$ cat src/lfu_pkg.sv
// Package for the LFU cache table: widths, defaults, register map,
// controller state codes and the controller/datapath command and status types.
// No dependencies.
package lfu_pkg;

    localparam int CAPACITY_DEF    = 16;
    localparam int COUNT_WIDTH_DEF = 16;
    localparam int DATA_W          = 32;
    localparam int CFG_W           = 5;
    localparam int PADDR_W         = 3;
    localparam int PDATA_W         = 32;

    localparam logic [CFG_W-1:0]  CAP_RESET  = CFG_W'(16);
    localparam logic [DATA_W-1:0] MISS_VALUE = '1;

    // register index, taken from paddr[2]
    localparam logic REG_CAPACITY = 1'b0;

    localparam logic OP_GET = 1'b0;
    localparam logic OP_PUT = 1'b1;

    typedef enum logic [6:0] {
        ST_IDLE   = 7'b0000001,
        ST_LOOKUP = 7'b0000010,
        ST_TOUCH  = 7'b0000100,
        ST_SCAN   = 7'b0001000,
        ST_EVICT  = 7'b0010000,
        ST_INSERT = 7'b0100000,
        ST_RESP   = 7'b1000000
    } state_t;

    typedef struct packed {
        logic load_in;
        logic lookup;
        logic touch;
        logic scan_clr;
        logic scan_step;
        logic evict;
        logic insert;
        logic load_out;
    } cmd_t;

    typedef struct packed {
        logic match;
        logic is_put;
        logic cap_zero;
        logic full;
        logic scan_last;
        logic out_busy;
    } sts_t;

endpackage

$ cat src/lfu_req_if.sv
// Request channel of the LFU cache table: valid/ready plus the request beat.
// Depends on lfu_pkg.
interface lfu_req_if;
    logic                       valid;
    logic                       ready;
    logic                       opcode;
    logic [lfu_pkg::DATA_W-1:0] lookup_key;
    logic [lfu_pkg::DATA_W-1:0] put_value;

    modport source (output valid, opcode, lookup_key, put_value, input ready);
    modport sink   (input valid, opcode, lookup_key, put_value, output ready);
endinterface

$ cat src/lfu_rsp_if.sv
// Response channel of the LFU cache table: valid/ready plus the response beat.
// Depends on lfu_pkg.
interface lfu_rsp_if;
    logic                       valid;
    logic                       ready;
    logic                       hit;
    logic [lfu_pkg::DATA_W-1:0] read_value;

    modport source (output valid, hit, read_value, input ready);
    modport sink   (input valid, hit, read_value, output ready);
endinterface

$ cat src/lfu_ctrl.sv
// Controller state machine of the LFU cache table.
// Depends on lfu_pkg (state_t, cmd_t, sts_t).
module lfu_ctrl
(
    input  logic           clk,
    input  logic           rst_n,
    input  logic           req_valid,
    output logic           req_ready,
    input  lfu_pkg::sts_t  sts,
    output lfu_pkg::cmd_t  cmd
);

    lfu_pkg::state_t state_reg;
    lfu_pkg::state_t state_next;

    assign req_ready = (state_reg == lfu_pkg::ST_IDLE);

    always_comb
    begin
        state_next = state_reg;
        cmd        = '0;
        unique case (state_reg)
            lfu_pkg::ST_IDLE:
            begin
                if (req_valid)
                begin
                    cmd.load_in = 1'b1;
                    state_next  = lfu_pkg::ST_LOOKUP;
                end
            end
            lfu_pkg::ST_LOOKUP:
            begin
                cmd.lookup   = 1'b1;
                cmd.scan_clr = 1'b1;
                priority if (sts.cap_zero)
                    state_next = lfu_pkg::ST_RESP;
                else if (sts.match)
                    state_next = lfu_pkg::ST_TOUCH;
                else if (!sts.is_put)
                    state_next = lfu_pkg::ST_RESP;
                else if (sts.full)
                    state_next = lfu_pkg::ST_SCAN;
                else
                    state_next = lfu_pkg::ST_INSERT;
            end
            lfu_pkg::ST_TOUCH:
            begin
                cmd.touch  = 1'b1;
                state_next = lfu_pkg::ST_RESP;
            end
            lfu_pkg::ST_SCAN:
            begin
                cmd.scan_step = 1'b1;
                if (sts.scan_last)
                    state_next = lfu_pkg::ST_EVICT;
            end
            lfu_pkg::ST_EVICT:
            begin
                cmd.evict  = 1'b1;
                state_next = lfu_pkg::ST_INSERT;
            end
            lfu_pkg::ST_INSERT:
            begin
                cmd.insert = 1'b1;
                state_next = lfu_pkg::ST_RESP;
            end
            lfu_pkg::ST_RESP:
            begin
                if (!sts.out_busy)
                begin
                    cmd.load_out = 1'b1;
                    state_next   = lfu_pkg::ST_IDLE;
                end
            end
            default:
            begin
                state_next = lfu_pkg::ST_IDLE;
            end
        endcase
    end

    always_ff @(posedge clk or negedge rst_n)
    begin
        if (!rst_n)
            state_reg <= lfu_pkg::ST_IDLE;
        else
            state_reg <= state_next;
    end

endmodule

$ cat src/lfu_dp.sv
// Datapath of the LFU cache table: entry lanes, key match, victim scan,
// rank bookkeeping and the response register. Depends on lfu_pkg.
module lfu_dp
#(
    parameter int CAPACITY    = lfu_pkg::CAPACITY_DEF,
    parameter int COUNT_WIDTH = lfu_pkg::COUNT_WIDTH_DEF
)
(
    input  logic                       clk,
    input  logic                       rst_n,
    input  lfu_pkg::cmd_t              cmd,
    output lfu_pkg::sts_t              sts,
    input  logic [lfu_pkg::CFG_W-1:0]  capacity_in_use,
    input  logic                       in_opcode,
    input  logic [lfu_pkg::DATA_W-1:0] in_key,
    input  logic [lfu_pkg::DATA_W-1:0] in_value,
    output logic                       out_valid,
    input  logic                       out_ready,
    output logic                       out_hit,
    output logic [lfu_pkg::DATA_W-1:0] out_value
);

    localparam int IDX_W = (CAPACITY > 1) ? $clog2(CAPACITY) : 1;
    localparam int OCC_W = $clog2(CAPACITY + 1);
    localparam int CMP_W = (OCC_W > lfu_pkg::CFG_W) ? OCC_W : lfu_pkg::CFG_W;
    localparam logic [COUNT_WIDTH-1:0] COUNT_MAX = '1;
    localparam logic [IDX_W-1:0]       LAST_IDX  = IDX_W'(CAPACITY - 1);

    // entry lanes
    logic                       valid_reg [CAPACITY];
    logic [lfu_pkg::DATA_W-1:0] key_reg   [CAPACITY];
    logic [lfu_pkg::DATA_W-1:0] value_reg [CAPACITY];
    logic [COUNT_WIDTH-1:0]     count_reg [CAPACITY];
    logic [IDX_W-1:0]           rank_reg  [CAPACITY];
    logic [OCC_W-1:0]           occ_reg;

    // current item
    logic                       op_reg;
    logic [lfu_pkg::DATA_W-1:0] key_in_reg;
    logic [lfu_pkg::DATA_W-1:0] val_in_reg;

    logic                       hit_reg;
    logic [IDX_W-1:0]           hit_idx_reg;
    logic                       res_hit_reg;
    logic [lfu_pkg::DATA_W-1:0] res_value_reg;

    logic                       vic_valid_reg;
    logic [IDX_W-1:0]           vic_idx_reg;
    logic [IDX_W-1:0]           scan_idx_reg;

    logic                       out_valid_reg;
    logic                       out_hit_reg;
    logic [lfu_pkg::DATA_W-1:0] out_value_reg;

    logic                       match_any;
    logic [IDX_W-1:0]           match_idx;
    logic                       free_any;
    logic [IDX_W-1:0]           free_idx;
    logic [CMP_W-1:0]           cap_eff;
    logic                       take_scan;

    always_comb
    begin
        match_any = 1'b0;
        match_idx = '0;
        free_any  = 1'b0;
        free_idx  = '0;
        for (int i = CAPACITY - 1; i >= 0; i--)
        begin
            if (valid_reg[i] && key_reg[i] == key_in_reg)
            begin
                match_any = 1'b1;
                match_idx = IDX_W'(i);
            end
            if (!valid_reg[i])
            begin
                free_any = 1'b1;
                free_idx = IDX_W'(i);
            end
        end
    end

    // register saturates at the configured table size
    always_comb
    begin
        if (CMP_W'(capacity_in_use) > CMP_W'(CAPACITY))
            cap_eff = CMP_W'(CAPACITY);
        else
            cap_eff = CMP_W'(capacity_in_use);
    end

    // lowest count wins, ties to the least recent (highest rank)
    always_comb
    begin
        take_scan = 1'b0;
        if (valid_reg[scan_idx_reg])
        begin
            if (!vic_valid_reg)
                take_scan = 1'b1;
            else if (count_reg[scan_idx_reg] < count_reg[vic_idx_reg])
                take_scan = 1'b1;
            else if (count_reg[scan_idx_reg] == count_reg[vic_idx_reg]
                     && rank_reg[scan_idx_reg] > rank_reg[vic_idx_reg])
                take_scan = 1'b1;
        end
    end

    always_comb
    begin
        sts.match     = match_any;
        sts.is_put    = (op_reg == lfu_pkg::OP_PUT);
        sts.cap_zero  = (cap_eff == '0);
        sts.full      = (CMP_W'(occ_reg) >= cap_eff);
        sts.scan_last = (scan_idx_reg == LAST_IDX);
        sts.out_busy  = out_valid_reg && !out_ready;
    end

    // control state of the datapath
    always_ff @(posedge clk or negedge rst_n)
    begin
        if (!rst_n)
        begin
            for (int i = 0; i < CAPACITY; i++)
                valid_reg[i] <= 1'b0;
            occ_reg       <= '0;
            vic_valid_reg <= 1'b0;
            scan_idx_reg  <= '0;
            out_valid_reg <= 1'b0;
        end
        else
        begin
            if (cmd.scan_clr)
            begin
                vic_valid_reg <= 1'b0;
                scan_idx_reg  <= '0;
            end
            if (cmd.scan_step)
            begin
                if (take_scan)
                    vic_valid_reg <= 1'b1;
                if (scan_idx_reg != LAST_IDX)
                    scan_idx_reg <= scan_idx_reg + 1'b1;
            end
            if (cmd.evict && vic_valid_reg)
            begin
                valid_reg[vic_idx_reg] <= 1'b0;
                occ_reg                <= occ_reg - 1'b1;
            end
            if (cmd.insert && free_any)
            begin
                valid_reg[free_idx] <= 1'b1;
                occ_reg             <= occ_reg + 1'b1;
            end
            if (cmd.load_out)
                out_valid_reg <= 1'b1;
            else if (out_ready)
                out_valid_reg <= 1'b0;
        end
    end

    // payload
    always_ff @(posedge clk)
    begin
        if (cmd.load_in)
        begin
            op_reg     <= in_opcode;
            key_in_reg <= in_key;
            val_in_reg <= in_value;
        end
        if (cmd.lookup)
        begin
            hit_reg     <= match_any;
            hit_idx_reg <= match_idx;
            res_hit_reg <= match_any && (cap_eff != '0);
            if (op_reg == lfu_pkg::OP_PUT)
                res_value_reg <= val_in_reg;
            else if (match_any && cap_eff != '0)
                res_value_reg <= value_reg[match_idx];
            else
                res_value_reg <= lfu_pkg::MISS_VALUE;
        end
        if (cmd.scan_step && take_scan)
            vic_idx_reg <= scan_idx_reg;
        if (cmd.touch && hit_reg)
        begin
            for (int i = 0; i < CAPACITY; i++)
                if (valid_reg[i] && rank_reg[i] < rank_reg[hit_idx_reg])
                    rank_reg[i] <= rank_reg[i] + 1'b1;
            rank_reg[hit_idx_reg] <= '0;
            if (count_reg[hit_idx_reg] != COUNT_MAX)
                count_reg[hit_idx_reg] <= count_reg[hit_idx_reg] + 1'b1;
            if (op_reg == lfu_pkg::OP_PUT)
                value_reg[hit_idx_reg] <= val_in_reg;
        end
        if (cmd.evict && vic_valid_reg)
        begin
            for (int i = 0; i < CAPACITY; i++)
                if (valid_reg[i] && rank_reg[i] > rank_reg[vic_idx_reg])
                    rank_reg[i] <= rank_reg[i] - 1'b1;
        end
        if (cmd.insert && free_any)
        begin
            for (int i = 0; i < CAPACITY; i++)
                if (valid_reg[i])
                    rank_reg[i] <= rank_reg[i] + 1'b1;
            key_reg[free_idx]   <= key_in_reg;
            value_reg[free_idx] <= val_in_reg;
            count_reg[free_idx] <= COUNT_WIDTH'(1);
            rank_reg[free_idx]  <= '0;
        end
        if (cmd.load_out)
        begin
            out_hit_reg   <= res_hit_reg;
            out_value_reg <= res_value_reg;
        end
    end

    assign out_valid = out_valid_reg;
    assign out_hit   = out_hit_reg;
    assign out_value = out_value_reg;

endmodule

$ cat src/lfu_cache_table.sv
// LFU cache table, top level: APB capacity register, controller, datapath.
// Depends on lfu_pkg, lfu_req_if, lfu_rsp_if, lfu_ctrl, lfu_dp.
//
// Fully associative key/value store with least-frequently-used replacement,
// ties broken by least recent access. Requests come in one beat at a time on
// req (get or put); each produces exactly one response beat on rsp. A get or
// put hit steps through accept, parallel key compare, touch and response
// load; a get miss skips the touch. A put miss into a free slot inserts in
// place of the touch; a put miss with the table full first runs the victim
// scan, which walks the entry lanes one per cycle, then evicts and inserts.
// The next request is accepted once the previous response is loaded into the
// output register, so a pending response only holds off new work while it is
// stuck behind a stalled rsp.ready.
// capacity_in_use lives at APB address 0 (reset 16, values above CAPACITY act
// as CAPACITY, 0 disables storing); write it only while the block is idle.
// Valid bits clear at reset; no clearing pass is needed.
module lfu_cache_table
#(
    parameter int CAPACITY    = lfu_pkg::CAPACITY_DEF,
    parameter int COUNT_WIDTH = lfu_pkg::COUNT_WIDTH_DEF
)
(
    input  logic                        clk,
    input  logic                        rst_n,
    lfu_req_if.sink                     req,
    lfu_rsp_if.source                   rsp,
    input  logic                        psel,
    input  logic                        penable,
    input  logic                        pwrite,
    input  logic [lfu_pkg::PADDR_W-1:0] paddr,
    input  logic [lfu_pkg::PDATA_W-1:0] pwdata,
    output logic [lfu_pkg::PDATA_W-1:0] prdata,
    output logic                        pready
);

    logic [lfu_pkg::CFG_W-1:0] capacity_reg;
    lfu_pkg::cmd_t             cmd;
    lfu_pkg::sts_t             sts;
    logic                      cfg_hit;

    // word index sits in paddr[2]; one register
    assign cfg_hit = (paddr[2] == lfu_pkg::REG_CAPACITY);
    assign pready  = 1'b1;

    always_ff @(posedge clk or negedge rst_n)
    begin
        if (!rst_n)
            capacity_reg <= lfu_pkg::CAP_RESET;
        else if (psel && penable && pwrite && cfg_hit)
            capacity_reg <= pwdata[lfu_pkg::CFG_W-1:0];
    end

    always_comb
    begin
        prdata = '0;
        if (cfg_hit)
            prdata = lfu_pkg::PDATA_W'(capacity_reg);
    end

    lfu_ctrl u_ctrl
    (
        .clk       (clk),
        .rst_n     (rst_n),
        .req_valid (req.valid),
        .req_ready (req.ready),
        .sts       (sts),
        .cmd       (cmd)
    );

    lfu_dp
    #(
        .CAPACITY    (CAPACITY),
        .COUNT_WIDTH (COUNT_WIDTH)
    )
    u_dp
    (
        .clk             (clk),
        .rst_n           (rst_n),
        .cmd             (cmd),
        .sts             (sts),
        .capacity_in_use (capacity_reg),
        .in_opcode       (req.opcode),
        .in_key          (req.lookup_key),
        .in_value        (req.put_value),
        .out_valid       (rsp.valid),
        .out_ready       (rsp.ready),
        .out_hit         (rsp.hit),
        .out_value       (rsp.read_value)
    );

endmodule

$ cat src/flat_wrapper.sv
// flat-port wrapper written by rule: the top's interface ports become plain ports
module lfu_cache_table_flat 
#(
    parameter int CAPACITY    = lfu_pkg::CAPACITY_DEF,
    parameter int COUNT_WIDTH = lfu_pkg::COUNT_WIDTH_DEF
)
  (clk, rst_n, psel, penable, pwrite, paddr, pwdata, prdata, pready, req_valid, req_opcode, req_lookup_key, req_put_value, req_ready, rsp_valid, rsp_hit, rsp_read_value, rsp_ready);
  lfu_req_if req_i ();
  lfu_rsp_if rsp_i ();
  input  logic clk;
  input  logic rst_n;
  input  logic psel;
  input  logic penable;
  input  logic pwrite;
  input  logic [lfu_pkg::PADDR_W-1:0] paddr;
  input  logic [lfu_pkg::PDATA_W-1:0] pwdata;
  output logic [lfu_pkg::PDATA_W-1:0] prdata;
  output logic pready;
  input wire logic [$bits(req_i.valid)-1:0] req_valid;
  input wire logic [$bits(req_i.opcode)-1:0] req_opcode;
  input wire logic [$bits(req_i.lookup_key)-1:0] req_lookup_key;
  input wire logic [$bits(req_i.put_value)-1:0] req_put_value;
  output wire logic [$bits(req_i.ready)-1:0] req_ready;
  output wire logic [$bits(rsp_i.valid)-1:0] rsp_valid;
  output wire logic [$bits(rsp_i.hit)-1:0] rsp_hit;
  output wire logic [$bits(rsp_i.read_value)-1:0] rsp_read_value;
  input wire logic [$bits(rsp_i.ready)-1:0] rsp_ready;
  assign req_i.valid = req_valid;
  assign req_i.opcode = req_opcode;
  assign req_i.lookup_key = req_lookup_key;
  assign req_i.put_value = req_put_value;
  assign req_ready = req_i.ready;
  assign rsp_valid = rsp_i.valid;
  assign rsp_hit = rsp_i.hit;
  assign rsp_read_value = rsp_i.read_value;
  assign rsp_i.ready = rsp_ready;
  lfu_cache_table #(.CAPACITY(CAPACITY), .COUNT_WIDTH(COUNT_WIDTH)) u_core (.clk(clk), .rst_n(rst_n), .req(req_i), .rsp(rsp_i), .psel(psel), .penable(penable), .pwrite(pwrite), .paddr(paddr), .pwdata(pwdata), .prdata(prdata), .pready(pready));
endmodule
$ cat config.mk
export PLATFORM = sky130hd
export DESIGN_NAME = lfu_cache_table_flat
export DESIGN_NICKNAME = d
export VERILOG_FILES = /design/src/lfu_pkg.sv /design/src/lfu_req_if.sv /design/src/lfu_rsp_if.sv /design/src/lfu_ctrl.sv /design/src/lfu_dp.sv /design/src/lfu_cache_table.sv /design/src/flat_wrapper.sv
export SDC_FILE = /design/constraint.sdc
export NUM_CORES = 2
export LEC_CHECK = 0
export BUFFER_PORTS_ARGS = -buffer_cell sky130_fd_sc_hd__buf_2
export CORE_MARGIN = 1
export CORE_UTILIZATION = 45
export CTS_BUF_LIST = sky130_fd_sc_hd__clkbuf_8 sky130_fd_sc_hd__clkbuf_16
export DETAILED_ROUTE_END_ITERATION = 16
export PLACE_DENSITY = 0.69
export SLEW_MARGIN = 20
export SYNTH_ARGS = -nofsm -noshare
export SYNTH_HDL_FRONTEND = slang
export SYNTH_SLANG_ARGS = --single-unit
export TNS_END_PERCENT = 5
$ cat constraint.sdc
create_clock -name clk -period 7.85 [get_ports clk]
set_input_delay 0.3925 -clock clk [delete_from_list [all_inputs] [get_ports clk]]
set_output_delay 0.3925 -clock clk [all_outputs]
set_load 0.005 [all_outputs]
==> Flow_metrics.wiki <==
{| class="wikitable"
! Metric !! Value
|-
| Warning count from the yosys run || 0
|-
| Adder-cell share of the synthesized area || about 3.3%
|-
| Final Net Count || between 5000 and 6000
|-
| Clock insertion delay at the later pin of the skew report || approximately 0.83 ns
|-
| Max_slew headroom || between 20 and 30%
|-
| Number of H-tree levels || 4
|-
| Unrepaired setup endpoints after global routing || no
|-
| Maximum clock rate || ~0.17 GHz
|-
| Classification of the worst-slack hold path || in -> reg
|-
| Kind of critical path || reg -> reg
|-
| Layout overhead on the synthesized area || 12.7%
|-
| Outcome || finished, final reports clean
|-
| Leading cell type in the layout, fill and taps excluded || sky130_fd_sc_hd__edfxtp_1
|-
| Final worst slack || 2.00 ns
|-
| Via count normalized by instance count || approximately 6
|-
| Pwr dens || ~250 nW/µm²
|-
| Die outline width || between 400 and 500 µm
|-
| Worst slack at placement || around 2.1 ns
|-
| Main combinational cell family by area after synthesis || multiplexers
|-
| Pins over their slew limit || 0
|-
| Row count || ~150
|-
| Hpwl dp || between 100000 and 150000 µm
|-
| Detailed-route wire length || approximately 180000 µm
|-
| Core Region || around 160000 µm²
|-
| Root buffer cell || sky130_fd_sc_hd__clkbuf_16
|-
| GR Overflow Total || 0
|-
| Sequential-to-total area share from yosys stat || about 63%
|-
| Worst Path Required || between 8 and 9 ns
|-
| Most frequent cell on the critical path || sky130_fd_sc_hd__buf_4
|-
| Critical-path cell list || buf_4 > buf_4 > xnor2_1 > nand4_1 > nor4_1 > nand4_1 > nand2_1 > nor3_1 > or4b_1 > buf_4 > or2_2 > buf_4 > o22ai_2 > a221oi_2 > o211a_1
|-
| Xor and xnor fraction of the mapped netlist area || under 10%
|-
| Crit path time final || 5.85 ns
|-
| Leakage power total || roughly 28 nW
|-
| Total of endpoints with negative setup slack in the final report || 0
|-
| Number of distinct standard cells referenced by the synthesized netlist || 84
|-
| Final Hold Fails || 0
|-
| Placed cell count || 6667
|-
| Worst-case clock skew || ~0.07 ns
|-
| Slowest stage cell on the critical path || sky130_fd_sc_hd__edfxtp_1
|-
| Fin area || between 80000 and 90000 µm²
|-
| EDFF count, synth || 1420
|-
| Total negative setup slack || 0 ns
|-
| I/O Pins || ~180
|-
| CTS tree || built
|-
| Crit start category || register
|-
| Clock transition at path regs || ~0.060 ns
|-
| Vertical extent of the die || 400 µm
|-
| Share of post-route cells with drive strength above 1 || between 10% and 20%
|-
| Largest fanout on the critical path || 32
|-
| PnR Total Power || 20.1 mW
|-
| Global-route wire length before repair || around 270000 µm
|-
| Violation count after the first detailed-routing iteration || 4588
|-
| Top library cells by usage in the layout, fill and taps aside || sky130_fd_sc_hd__edfxtp_1, sky130_fd_sc_hd__xor2_1, sky130_fd_sc_hd__mux4_2, sky130_fd_sc_hd__nand2_1, sky130_fd_sc_hd__xnor2_1
|-
| Worst path arrival time || ~6.5 ns
|-
| GRT Overall Usage || 22.4%
|-
| Crit path largest cell delay || roughly 1.1 ns
|-
| Maximum buffer depth of the clock tree || 3
|-
| Main synth FF type || sky130_fd_sc_hd__edfxtp_1
|-
| IO buf count || about 120
|-
| Number of global-route vias before repair || between 40000 and 50000
|-
| Die Footprint || roughly 160000 µm²
|-
| Post-synthesis mux area share || 10.5%
|-
| Worst slew pin tran || between 1 and 1.5 ns
|-
| Final ANT Viol Nets || 0
|-
| Fraction of the mapped netlist area in compound gates || under 10%
|-
| Synthesized-area fraction occupied by and/or/nand/nor cells || 6.65%
|-
| Initial antenna violation count || 3
|-
| Number of detailed-routing iterations run before antenna repair || 5
|-
| Post-synthesis async set-or-reset flop share || under 10%
|-
| Post-place instance area || about 75000 µm²
|-
| Crit share post-route || 74.5%
|-
| Max capacitance violation total || 0
|-
| Maximum number of pins on one net before global-route repair || between 150 and 200
|-
| Final cell count without fillers || approximately 7000
|-
| Number of synthesized register bits || about 1500
|-
| Effective utilization at floorplan || between 40% and 50%
|-
| Number of remaining DRC errors || 0
|-
| Cell Area, Synth || between 70000 and 80000 µm²
|-
| Peak ir drop on the vdd network || between 0.0002 and 0.00025 V
|-
| Gate count after technology mapping || about 4600
|-
| Placer's final routability congestion estimate || between 0.8 and 0.9
|-
| Total via count after detailed routing || approximately 42000
|-
| Clock net sink count || approximately 1500
|-
| Average wire length per cell after detail routing || between 20 and 30 µm
|-
| CTS Buf Count || 159
|-
| Mean instance size in the synthesized netlist || 15.5 µm²
|-
| Crit. End Element || register
|}
## repair_timing
item	CTS	global route
endpoints found under the hold margin	109	0
hold buffers	72	0
setup buffers	0	0
gates resized for setup	0	0
## synth_stat cells (23+ instances only)
master	number	area, µm²
sky130_fd_sc_hd__a311oi_1	32	280
sky130_fd_sc_hd__buf_2	55	275
sky130_fd_sc_hd__mux4_2	301	6780
sky130_fd_sc_hd__and2_1	42	263
sky130_fd_sc_hd__nand4_1	87	544
sky130_fd_sc_hd__o211a_1	32	320
sky130_fd_sc_hd__o21a_1	62	465
sky130_fd_sc_hd__o22ai_2	30	375
sky130_fd_sc_hd__nor2_1	169	634
sky130_fd_sc_hd__and3_1	34	213
sky130_fd_sc_hd__a2111oi_0	31	272
sky130_fd_sc_hd__inv_1	120	450
sky130_fd_sc_hd__a31oi_1	43	269
sky130_fd_sc_hd__a211o_1	31	272
sky130_fd_sc_hd__nor3_1	50	250
sky130_fd_sc_hd__xor2_1	324	2840
sky130_fd_sc_hd__buf_4	79	593
sky130_fd_sc_hd__edfxtp_1	1420	42600
sky130_fd_sc_hd__mux2i_1	48	480
sky130_fd_sc_hd__dfxtp_1	72	1440
sky130_fd_sc_hd__xnor2_1	255	2230
sky130_fd_sc_hd__a221oi_2	32	480
sky130_fd_sc_hd__nand3_1	65	325
sky130_fd_sc_hd__o21ai_0	87	435
sky130_fd_sc_hd__clkbuf_1	114	428
sky130_fd_sc_hd__dfrtp_1	37	926
sky130_fd_sc_hd__nand2b_1	23	144
sky130_fd_sc_hd__a221oi_1	31	272
sky130_fd_sc_hd__nand2_1	267	1000
sky130_fd_sc_hd__a211oi_1	52	390
sky130_fd_sc_hd__a21oi_1	43	215
sky130_fd_sc_hd__nor4_1	116	726
sky130_fd_sc_hd__nor2b_1	40	250
sky130_fd_sc_hd__ha_1	174	2180
## cell type report
type | instances | area, µm²
antenna | 1 | 2.50
clock buffer | 164 | 4080
clock inverter | 120 | 928
fill | 12800 | 76400
inverter | 124 | 465
multi-input combinational | 2682 | 24700
sequential | 1531 | 45100
tap | 2058 | 2570
timing repair buffer | 345 | 2580
## worst paths after layout
kind	startpoint	end	slack (ns)	cells past startpoint
min reg2reg	u_core.u_dp.res_value_reg[23]	u_core.u_dp.out_value[23]	0.43	0
min	rsp_ready	u_core.u_dp.out_valid	0.15	3
min in group asynchronous	rst_n	u_core.capacity_reg[2]	0.21	3
max	u_core.u_dp.key_in_reg[20]	u_core.u_dp.res_value_reg[13]	2.00	15
max reg2reg	u_core.u_dp.key_in_reg[20]	u_core.u_dp.res_value_reg[13]	2.00	15
max in group asynchronous	rst_n	u_core.u_dp.scan_idx_reg[0]	7.02	3
## critical path: cells and delay by family, from the launching register on
kind,cells,cell delay [ns]
flops,1,1.06
simple gates,7,2.60
compound gates,3,0.59
xor+xnor,1,0.13
buf+inv,4,1.31
## where the power goes
part           switching [mW]  internal [mW]
sequential              0.499           9.61
combinational            1.63           1.16
clock                    3.24           3.94
total                    5.37           14.7
## stage by stage
step | util [%] | hold slack [ns]
floorplan | - | 0.0969
CTS | 51.3 | 0.0539
detailed placement | 47.6 | 0.414
global route | 51.3 | 0.128
global placement | 47.6 | 0.410
finish | 51.3 | 0.152
## kinds of logic after synthesis
logic type                 after synthesis
muxes                                  367
xor gates and xnor gates               579
DFF                                   1531
buffers and inverters                  411
and+or+nand+nor                        946
adders and majority gates              182
other                                    2
AOI/OAI and AO/OA                      580
## per-layer routing
metal  up-vias  wire, µm  GRT usage (%)
li1      18400         -              -
met1     21500     74500           31.0
met2      1944     85700           35.9
met3       290     16000           4.23
met4         2      4460           6.55
met5         -        13              0
No activity file was read; power rests on OpenSTA's default activity.
